**config.mk**
```make
export PLATFORM = sky130hd
export DESIGN_NAME = dual_token_bucket_limiter
export DESIGN_NICKNAME = d
export VERILOG_FILES = /design/src/hdl/dtbl_pkg.sv /design/src/hdl/dtbl_eval.sv /design/src/hdl/dual_token_bucket_limiter.sv
export SDC_FILE = /design/constraint.sdc
export NUM_CORES = 2
export LEC_CHECK = 0
export BUFFER_PORTS_ARGS = -buffer_cell sky130_fd_sc_hd__buf_2
export CAP_MARGIN = 30
export CORE_UTILIZATION = 50
export CTS_BUF_LIST = sky130_fd_sc_hd__clkbuf_2 sky130_fd_sc_hd__clkbuf_4 sky130_fd_sc_hd__clkbuf_8
export DETAILED_ROUTE_END_ITERATION = 10
export MAX_ROUTING_LAYER = met4
export PLACE_DENSITY = 0.64
export SETUP_SLACK_MARGIN = 0.5
export SLEW_MARGIN = 20
export SYNTH_ARGS = -nofsm -noshare
export SYNTH_HDL_FRONTEND = slang
export SYNTH_SLANG_ARGS = --single-unit
```
**constraint.sdc**
```tcl
create_clock -name clk -period 21 [get_ports clk]
set_input_delay 3.15 -clock clk [delete_from_list [all_inputs] [get_ports clk]]
set_output_delay 3.15 -clock clk [all_outputs]
set_load 0.1 [all_outputs]
```
**src/hdl/dtbl_pkg.sv**
```systemverilog
`default_nettype none

package dtbl_pkg;

  // Field and register widths
  localparam int unsigned TIME_BITS       = 48;
  localparam int unsigned BYTES_BITS      = 32;
  localparam int unsigned REQ_RATE_BITS   = 20;
  localparam int unsigned BYTE_RATE_BITS  = 31;
  localparam int unsigned REQ_LEVEL_BITS  = 30;
  localparam int unsigned BYTE_LEVEL_BITS = 41;
  localparam int unsigned NEED_BITS       = 42;
  localparam int unsigned DT_BITS         = 10;
  localparam int unsigned CFG_INDEX_BITS  = 1;
  localparam int unsigned CFG_DATA_BITS   = 31;

  // Milli-tokens per token, and the elapsed-time clamp in ms
  localparam logic [DT_BITS-1:0] TOKEN_SCALE = 10'd1000;
  localparam logic [DT_BITS-1:0] DT_LIMIT    = 10'd1000;

  // Configuration register indexes
  localparam logic [CFG_INDEX_BITS-1:0] REG_REQUEST_RATE = 1'd0;
  localparam logic [CFG_INDEX_BITS-1:0] REG_BYTE_RATE    = 1'd1;

  typedef enum logic [1:0] {
    OUTCOME_GRANT   = 2'd0,
    OUTCOME_WAIT    = 2'd1,
    OUTCOME_ABANDON = 2'd2
  } outcome_t;

  typedef struct packed {
    logic [TIME_BITS-1:0]  now_ms;
    logic [BYTES_BITS-1:0] request_bytes;
    logic                  abort;
  } in_word_t;

  typedef struct packed {
    outcome_t                   outcome;
    logic [REQ_LEVEL_BITS-1:0]  request_level;
    logic [BYTE_LEVEL_BITS-1:0] byte_level;
  } out_word_t;

  typedef struct packed {
    logic [REQ_RATE_BITS-1:0]   request_rate;
    logic [BYTE_RATE_BITS-1:0]  byte_rate;
    logic [REQ_LEVEL_BITS-1:0]  req_cap;
    logic [BYTE_LEVEL_BITS-1:0] byte_cap;
  } cfg_t;

  typedef struct packed {
    logic [TIME_BITS-1:0]       last_refill_ms;
    logic [REQ_LEVEL_BITS-1:0]  request_tokens;
    logic [BYTE_LEVEL_BITS-1:0] byte_tokens;
  } bucket_state_t;

endpackage

`default_nettype wire

```
**src/hdl/dtbl_eval.sv**
```systemverilog
`default_nettype none

module dtbl_eval (
  input  var dtbl_pkg::cfg_t                    cfg,
  input  var dtbl_pkg::bucket_state_t           state,
  input  var dtbl_pkg::in_word_t                word,
  input  var logic [dtbl_pkg::NEED_BITS-1:0]    byte_cost,
  output dtbl_pkg::bucket_state_t               state_next,
  output dtbl_pkg::out_word_t                   result
);

  logic                                   req_on;
  logic                                   byte_on;
  logic                                   first;
  logic                                   advanced;
  logic [dtbl_pkg::TIME_BITS-1:0]         elapsed;
  logic [dtbl_pkg::DT_BITS-1:0]           dt;
  logic [dtbl_pkg::REQ_LEVEL_BITS-1:0]    req_gain;
  logic [dtbl_pkg::REQ_LEVEL_BITS:0]      req_sum;
  logic [dtbl_pkg::REQ_LEVEL_BITS-1:0]    req_fill;
  logic [dtbl_pkg::BYTE_LEVEL_BITS-1:0]   byte_gain;
  logic [dtbl_pkg::BYTE_LEVEL_BITS:0]     byte_sum;
  logic [dtbl_pkg::BYTE_LEVEL_BITS-1:0]   byte_fill;
  logic [dtbl_pkg::REQ_LEVEL_BITS-1:0]    req_level;
  logic [dtbl_pkg::BYTE_LEVEL_BITS-1:0]   byte_level;
  logic                                   req_short;
  logic                                   byte_short;
  logic                                   ok;
  dtbl_pkg::bucket_state_t                stepped;

  assign req_on   = cfg.request_rate != '0;
  assign byte_on  = cfg.byte_rate != '0;
  assign first    = state.last_refill_ms == '0;
  assign advanced = word.now_ms > state.last_refill_ms;
  assign elapsed  = word.now_ms - state.last_refill_ms;
  assign dt       = (elapsed > dtbl_pkg::TIME_BITS'(dtbl_pkg::DT_LIMIT))
                    ? dtbl_pkg::DT_LIMIT : elapsed[dtbl_pkg::DT_BITS-1:0];

  // Refill: elapsed ms times rate, capped at one second's worth
  assign req_gain  = dtbl_pkg::REQ_LEVEL_BITS'(dt)
                   * dtbl_pkg::REQ_LEVEL_BITS'(cfg.request_rate);
  assign req_sum   = {1'b0, state.request_tokens} + {1'b0, req_gain};
  assign req_fill  = (req_sum > {1'b0, cfg.req_cap}) ? cfg.req_cap
                                                     : req_sum[dtbl_pkg::REQ_LEVEL_BITS-1:0];
  assign byte_gain = dtbl_pkg::BYTE_LEVEL_BITS'(dt)
                   * dtbl_pkg::BYTE_LEVEL_BITS'(cfg.byte_rate);
  assign byte_sum  = {1'b0, state.byte_tokens} + {1'b0, byte_gain};
  assign byte_fill = (byte_sum > {1'b0, cfg.byte_cap}) ? cfg.byte_cap
                                                       : byte_sum[dtbl_pkg::BYTE_LEVEL_BITS-1:0];

  always_comb begin
    if (first) begin
      req_level  = cfg.req_cap;
      byte_level = cfg.byte_cap;
    end else if (advanced) begin
      req_level  = req_on ? req_fill : state.request_tokens;
      byte_level = byte_on ? byte_fill : state.byte_tokens;
    end else begin
      req_level  = state.request_tokens;
      byte_level = state.byte_tokens;
    end
  end

  assign req_short  = req_on && (req_level < dtbl_pkg::REQ_LEVEL_BITS'(dtbl_pkg::TOKEN_SCALE));
  assign byte_short = byte_on && ({1'b0, byte_level} < byte_cost);
  assign ok         = !req_short && !byte_short;

  always_comb begin
    stepped.last_refill_ms = (first || advanced) ? word.now_ms : state.last_refill_ms;
    stepped.request_tokens = (ok && req_on)
                             ? req_level - dtbl_pkg::REQ_LEVEL_BITS'(dtbl_pkg::TOKEN_SCALE)
                             : req_level;
    stepped.byte_tokens    = (ok && byte_on)
                             ? byte_level - byte_cost[dtbl_pkg::BYTE_LEVEL_BITS-1:0]
                             : byte_level;
  end

  always_comb begin
    if (!req_on && !byte_on) begin
      state_next     = state;
      result.outcome = dtbl_pkg::OUTCOME_GRANT;
    end else if (word.abort) begin
      state_next     = state;
      result.outcome = dtbl_pkg::OUTCOME_ABANDON;
    end else begin
      state_next     = stepped;
      result.outcome = ok ? dtbl_pkg::OUTCOME_GRANT : dtbl_pkg::OUTCOME_WAIT;
    end
    result.request_level = state_next.request_tokens;
    result.byte_level    = state_next.byte_tokens;
  end

endmodule

`default_nettype wire

```
**src/hdl/dual_token_bucket_limiter.sv**
```systemverilog
`default_nettype none

// Dual token bucket admission limiter. Each input word is one admission attempt
// (time in ms, request size in bytes, abort flag); each attempt returns exactly
// one output word: granted, wait-and-retry, or abandoned, plus both bucket levels
// in milli-tokens after the attempt. Throughput is one attempt per clock while the
// output is not stalled. An accepted attempt is loaded into the input register, then
// the refill/check/charge logic feeds the output register; it waits in the input
// register while the output register is full and stalled. The bucket state updates
// at the same edge that loads the output register, so the next attempt always
// sees the result of the previous one. Write request_rate (index 0) and byte_rate
// (index 1) only while no attempt is in flight; a rate of zero disables its bucket
// and both zero passes every attempt through as granted.
module dual_token_bucket_limiter (
  input  var logic                                    clk,
  input  var logic                                    rst,
  input  var logic                                    in_valid,
  output logic                                        in_stall,
  input  var dtbl_pkg::in_word_t                      in_word,
  output logic                                        out_valid,
  input  var logic                                    out_stall,
  output dtbl_pkg::out_word_t                         out_word,
  input  var logic                                    cfg_valid,
  output logic                                        cfg_ready,
  input  var logic [dtbl_pkg::CFG_INDEX_BITS-1:0]     cfg_index,
  input  var logic [dtbl_pkg::CFG_DATA_BITS-1:0]      cfg_data
);

  dtbl_pkg::cfg_t                       cfg;
  dtbl_pkg::bucket_state_t              state;
  dtbl_pkg::bucket_state_t              state_next;
  dtbl_pkg::out_word_t                  result;
  logic                                 hold_valid;
  dtbl_pkg::in_word_t                   hold_word;
  logic [dtbl_pkg::NEED_BITS-1:0]       hold_need;
  logic                                 accept;
  logic                                 advance;

  // Configuration is always taken; the caps are precomputed here so the
  // per-attempt path carries only the refill multiply.
  assign cfg_ready = 1'b1;

  always_ff @(posedge clk) begin
    if (rst) begin
      cfg <= '0;
    end else if (cfg_valid && cfg_ready) begin
      case (cfg_index)
        dtbl_pkg::REG_REQUEST_RATE: begin
          cfg.request_rate <= cfg_data[dtbl_pkg::REQ_RATE_BITS-1:0];
          cfg.req_cap      <= dtbl_pkg::REQ_LEVEL_BITS'(cfg_data[dtbl_pkg::REQ_RATE_BITS-1:0])
                            * dtbl_pkg::REQ_LEVEL_BITS'(dtbl_pkg::TOKEN_SCALE);
        end
        dtbl_pkg::REG_BYTE_RATE: begin
          cfg.byte_rate <= cfg_data[dtbl_pkg::BYTE_RATE_BITS-1:0];
          cfg.byte_cap  <= dtbl_pkg::BYTE_LEVEL_BITS'(cfg_data[dtbl_pkg::BYTE_RATE_BITS-1:0])
                         * dtbl_pkg::BYTE_LEVEL_BITS'(dtbl_pkg::TOKEN_SCALE);
        end
        default: begin
          cfg <= cfg;
        end
      endcase
    end
  end

  // Advance the held attempt whenever the output register is free or draining;
  // stall the input only when both registers are full and the output is stalled.
  assign advance  = hold_valid && (!out_valid || !out_stall);
  assign in_stall = hold_valid && out_valid && out_stall;
  assign accept   = in_valid && !in_stall;

  // Input register: hold the word and its byte need (bytes times 1000)
  always_ff @(posedge clk) begin
    if (rst) begin
      hold_valid <= 1'b0;
    end else if (accept) begin
      hold_valid <= 1'b1;
    end else if (advance) begin
      hold_valid <= 1'b0;
    end
  end

  always_ff @(posedge clk) begin
    if (accept) begin
      hold_word <= in_word;
      hold_need <= dtbl_pkg::NEED_BITS'(in_word.request_bytes)
                 * dtbl_pkg::NEED_BITS'(dtbl_pkg::TOKEN_SCALE);
    end
  end

  // Refill, check and charge both buckets
  dtbl_eval u_eval (
    .cfg        (cfg),
    .state      (state),
    .word       (hold_word),
    .byte_cost  (hold_need),
    .state_next (state_next),
    .result     (result)
  );

  // Bucket state commits together with the output word
  always_ff @(posedge clk) begin
    if (rst) begin
      state <= '0;
    end else if (advance) begin
      state <= state_next;
    end
  end

  // Output register: load on advance, drop once taken
  always_ff @(posedge clk) begin
    if (rst) begin
      out_valid <= 1'b0;
    end else if (advance) begin
      out_valid <= 1'b1;
    end else if (!out_stall) begin
      out_valid <= 1'b0;
    end
  end

  always_ff @(posedge clk) begin
    if (advance) begin
      out_word <= result;
    end
  end

`ifndef SYNTHESIS
  // An aborted attempt with a bucket enabled must leave the state untouched
  assert property (@(posedge clk) disable iff (rst)
    advance && hold_word.abort && (cfg.request_rate != '0 || cfg.byte_rate != '0)
    |=> $stable(state))
    else $error("abort changed bucket state");

  // The reported levels are the state left behind by the attempt
  assert property (@(posedge clk) disable iff (rst)
    advance |=> out_valid && out_word.request_level == state.request_tokens
                && out_word.byte_level == state.byte_tokens)
    else $error("output levels differ from committed state");

  // A held attempt that cannot advance stays in the input register
  assert property (@(posedge clk) disable iff (rst)
    hold_valid && !advance |=> hold_valid && $stable(hold_word) && $stable(hold_need))
    else $error("held attempt lost while output stalled");
`endif

endmodule

`default_nettype wire
```
==> impl_metrics.yaml <==
outcome:
  run_status: "finished clean"
global_route:
  grt_pass1_vias: 41600
  grt.overflow.total: 0
  wire_length_of_the_first_global_routing_pass_um: 233000
  groute.usage.overall_pct: 29.7
  antenna_found_initial: 6
  grt_max_degree: 78
clock_network:
  clkSinkCount: 394
  cts.clk_slew.worst_paths_ns: 0.06
  clock-root-buffer: "sky130_fd_sc_hd__clkbuf_8"
  clk_latency_ns: 0.75
  cts_tree: "built"
  cts_post_setup_buffers_inserted: 0
  htree_levels: 3
  cts_inserted_buffers: 74
  cts_buffer_depth: 3
floorplanning:
  ioPinCount: 194
  dieHeight_um: 323
  die_w_um: 323
  fp.coreArea_um2: 102000
  initial_utilization_pct: 50.5
  std_cell_rows: 117
  die-area_um2: 104000
critical_path:
  startpoint_type: "flip-flop"
  setup.worst_path.start: "hold_word[33]"
  reg2reg_slack_ns: 1.72
  critical_path.slowest_cell: "sky130_fd_sc_hd__or4_4"
  critical_path_required_ns: 21.49
  timing.critical_path.to_type: "flip-flop"
  critical_path_arrival_ns: 19.76
  r2r_start: "hold_word[33]"
  worst-path-max-fanout: 21
  worst_path_largest_cell_delay_ns: 0.66
  critical_path_class: "flip-flop to flip-flop"
  cp_common_cell: "sky130_fd_sc_hd__inv_1"
synthesis:
  synth.lib_cells_used.distinct: 94
  netlist_instances: 5944
  syn_nets: 7226
  synth_sequential_area_ratio_pct: 18.5
  synth_async_sr_flop_share_pct: 0
  yosys_most_used_dff: "sky130_fd_sc_hd__dfxtp_1"
  netlist_area_um2: 51400
  number_of_synthesized_flops_with_an_enable_pin: 161
  synth-seq-cells: 394
  ys.warnings.count: 0
  avgSynthCellArea_um2: 8.65
power_and_ir_drop:
  vdd.ir_drop.worst_mv: 0.0778
  totalPowerFinal_mw: 6.28
  leakagePower_nw: 26.4
  cellPowerDensity_nw_per_um2: 114
place:
  hpwlAfterDp_um: 118000
  portBuffers: 192
  routabilityCongestion: 0.967
  placement.setup.worst_slack_ns: 1.06
sta:
  totalNegativeSetupSlack_ns: 0
  maxSlewViolCount: 0
  fmaxAchievable_mhz: 51.9
  rsz_0062_raised_after_global_routing: "false"
  final_min_period_over_clock_period_pct: 91.8
  timing.clock.skew_ns: 0.0448
  finalSetupViolCount: 0
  final_critical_path_setup_slack_ns: 1.72
  final-hold-violation-count: 0
  slew_headroom_pct: 31.9
  period_minus_ws_final_ns: 19.28
  tightestPinTransition_ns: 1.02
drt:
  antenna_violating_nets_post_route: 0
  route.final.wire_length_um: 146000
  detail_route.vias_per_cell: 5.60
  vias: 41600
  drcViolationCount: 0
  drt_pre_antenna_iters: 5
  drt_iter0_markers: 2983
  wire_per_inst_um: 19.6
finish:
  finish.utilization_pct: 54.3
  drive_gt1_share_pct: 7.27
  finalNetCount: 7290
  areaGrowthSynthToFinish_pct: 7.47
min_path:
  timing.hold.worst.start: "cfg[36]"
  worstHoldPathType: "flip-flop to flip-flop"
run:
  cap_viol_max_count: 0
==> final timing paths <==
check / to / cells after the start
worst max register to register: out_word[7] / 71
worst min-delay path: cfg[36] / 2
worst min register to register: cfg[36] / 2
worst max-delay path: out_word[7] / 71
==> logic make-up after synthesis <==
family | Yosys count | share of synthesized area (%)
other | 1 | 0.00729
flip-flops | 394 | 18.5
XOR/XNOR | 207 | 3.52
AO/OA/AOI/OAI | 1143 | 14.2
AND/OR/NAND/NOR | 1675 | 15.1
buffers and inverters | 1337 | 9.98
multiplexers | 23 | 0.457
adder cells (fa/ha/maj) | 1164 | 38.2
==> where the power goes <==
| group | switching, mW | internal [mW] | total [mW] |
|---|---|---|---|
| Combinational | 2.62 | 1.67 | 4.29 |
| Clock | 0.374 | 0.463 | 0.837 |
| Sequential | 0.152 | 1.00 | 1.16 |
| Total | 3.14 | 3.14 | 6.28 |
==> layer usage <==
| layer | track usage, % | routed length [um] | up-vias |
|---|---|---|---|
| li1 | - | - | 19500 |
| met1 | 37.4 | 61800 | 20600 |
| met2 | 48.4 | 69600 | 1256 |
| met3 | 3.89 | 8300 | 279 |
| met4 | 11.5 | 6470 | 0 |
| met5 | - | 0 | - |
==> cell usage after synthesis, drive strengths merged (50+ instances only) <==
master / n / share of area [%]
inv: 1076 / 7.9
nand2: 807 / 5.9
fa: 680 / 26
ha: 484 / 12
a21oi: 402 / 3.9
dfxtp: 233 / 9.1
clkbuf: 211 / 1.5
nor2: 210 / 1.5
and2: 205 / 2.5
o21ai: 199 / 1.9
edfxtp: 161 / 9.4
nor3: 147 / 1.4
xnor2: 130 / 2.2
a21o: 109 / 1.6
xor2: 77 / 1.3
nand3: 65 / 0.63
nand2b: 54 / 0.66
a31oi: 51 / 0.62
buf: 50 / 0.59
==> repair_timing <==
item,in CTS,in global routing
setup endpoints to repair,0,129
gates resized for setup,0,4
hold buffers,0,0
==> placed cells by master, fill, tap and decap left out, types with 40 or more instances in the layout <==
cell type                  netlist  final
sky130_fd_sc_hd__a211o_1        49     49
sky130_fd_sc_hd__a211oi_1       45     44
sky130_fd_sc_hd__a21o_1        109    109
sky130_fd_sc_hd__a21oi_1       402    400
sky130_fd_sc_hd__a31oi_1        51     51
sky130_fd_sc_hd__and2_1        205    203
sky130_fd_sc_hd__buf_2          28    191
sky130_fd_sc_hd__buf_4           5     51
sky130_fd_sc_hd__clkbuf_8        0     83
sky130_fd_sc_hd__dfxtp_1       233    233
sky130_fd_sc_hd__edfxtp_1      161    161
sky130_fd_sc_hd__fa_1          680    680
sky130_fd_sc_hd__ha_1          484    484
sky130_fd_sc_hd__inv_1        1076   1076
sky130_fd_sc_hd__nand2_1       807    806
sky130_fd_sc_hd__nand2b_1       54     49
sky130_fd_sc_hd__nand3_1        65     65
sky130_fd_sc_hd__nor2_1        208    205
sky130_fd_sc_hd__nor3_1        147    145
sky130_fd_sc_hd__o21ai_0       180    180
sky130_fd_sc_hd__o21bai_1       40     40
sky130_fd_sc_hd__xnor2_1       130    130
sky130_fd_sc_hd__xor2_1         77     77
==> layout make-up <==
type	instances	area, um2
fill	9673	46600
multi-input combinational	4215	37000
sequential	394	9500
inverter	1076	4040
tap	1368	1710
timing repair buffer	247	1430
clock buffer	108	1330
clock inverter	28	297
antenna	5	12.5
==> through the flow <==
stage          std cells  cell area (um2)  hold WS [ns]
6_report            7441            55300         0.451
5_1_grt             7440            55300         0.488
4_1_cts             7432            55200         0.455
3_5_place_dp        7296            53600         0.447
3_3_place_gp        7293            53500         0.443
2_1_floorplan       5944            51400         0.432
==> sequential cells by signal (all words and copies together) (netlist names) <==
name        count
out_valid       1
hold_need      39
hold_valid      1
hold_word      49
state         119
cfg           112
out_word       73
==> critical path, delay by kind of cell (launching register included) <==
family                     cells  cell delay, ns
AOI/OAI and AO/OA             37            9.33
xor gates and xnor gates       1            0.16
adders and majority gates     10            3.88
buffers and inverters         11            1.30
DFF                            1            0.39
and+or+nand+nor               12            3.82
Note: power is estimated with default switching activity, not from simulation.
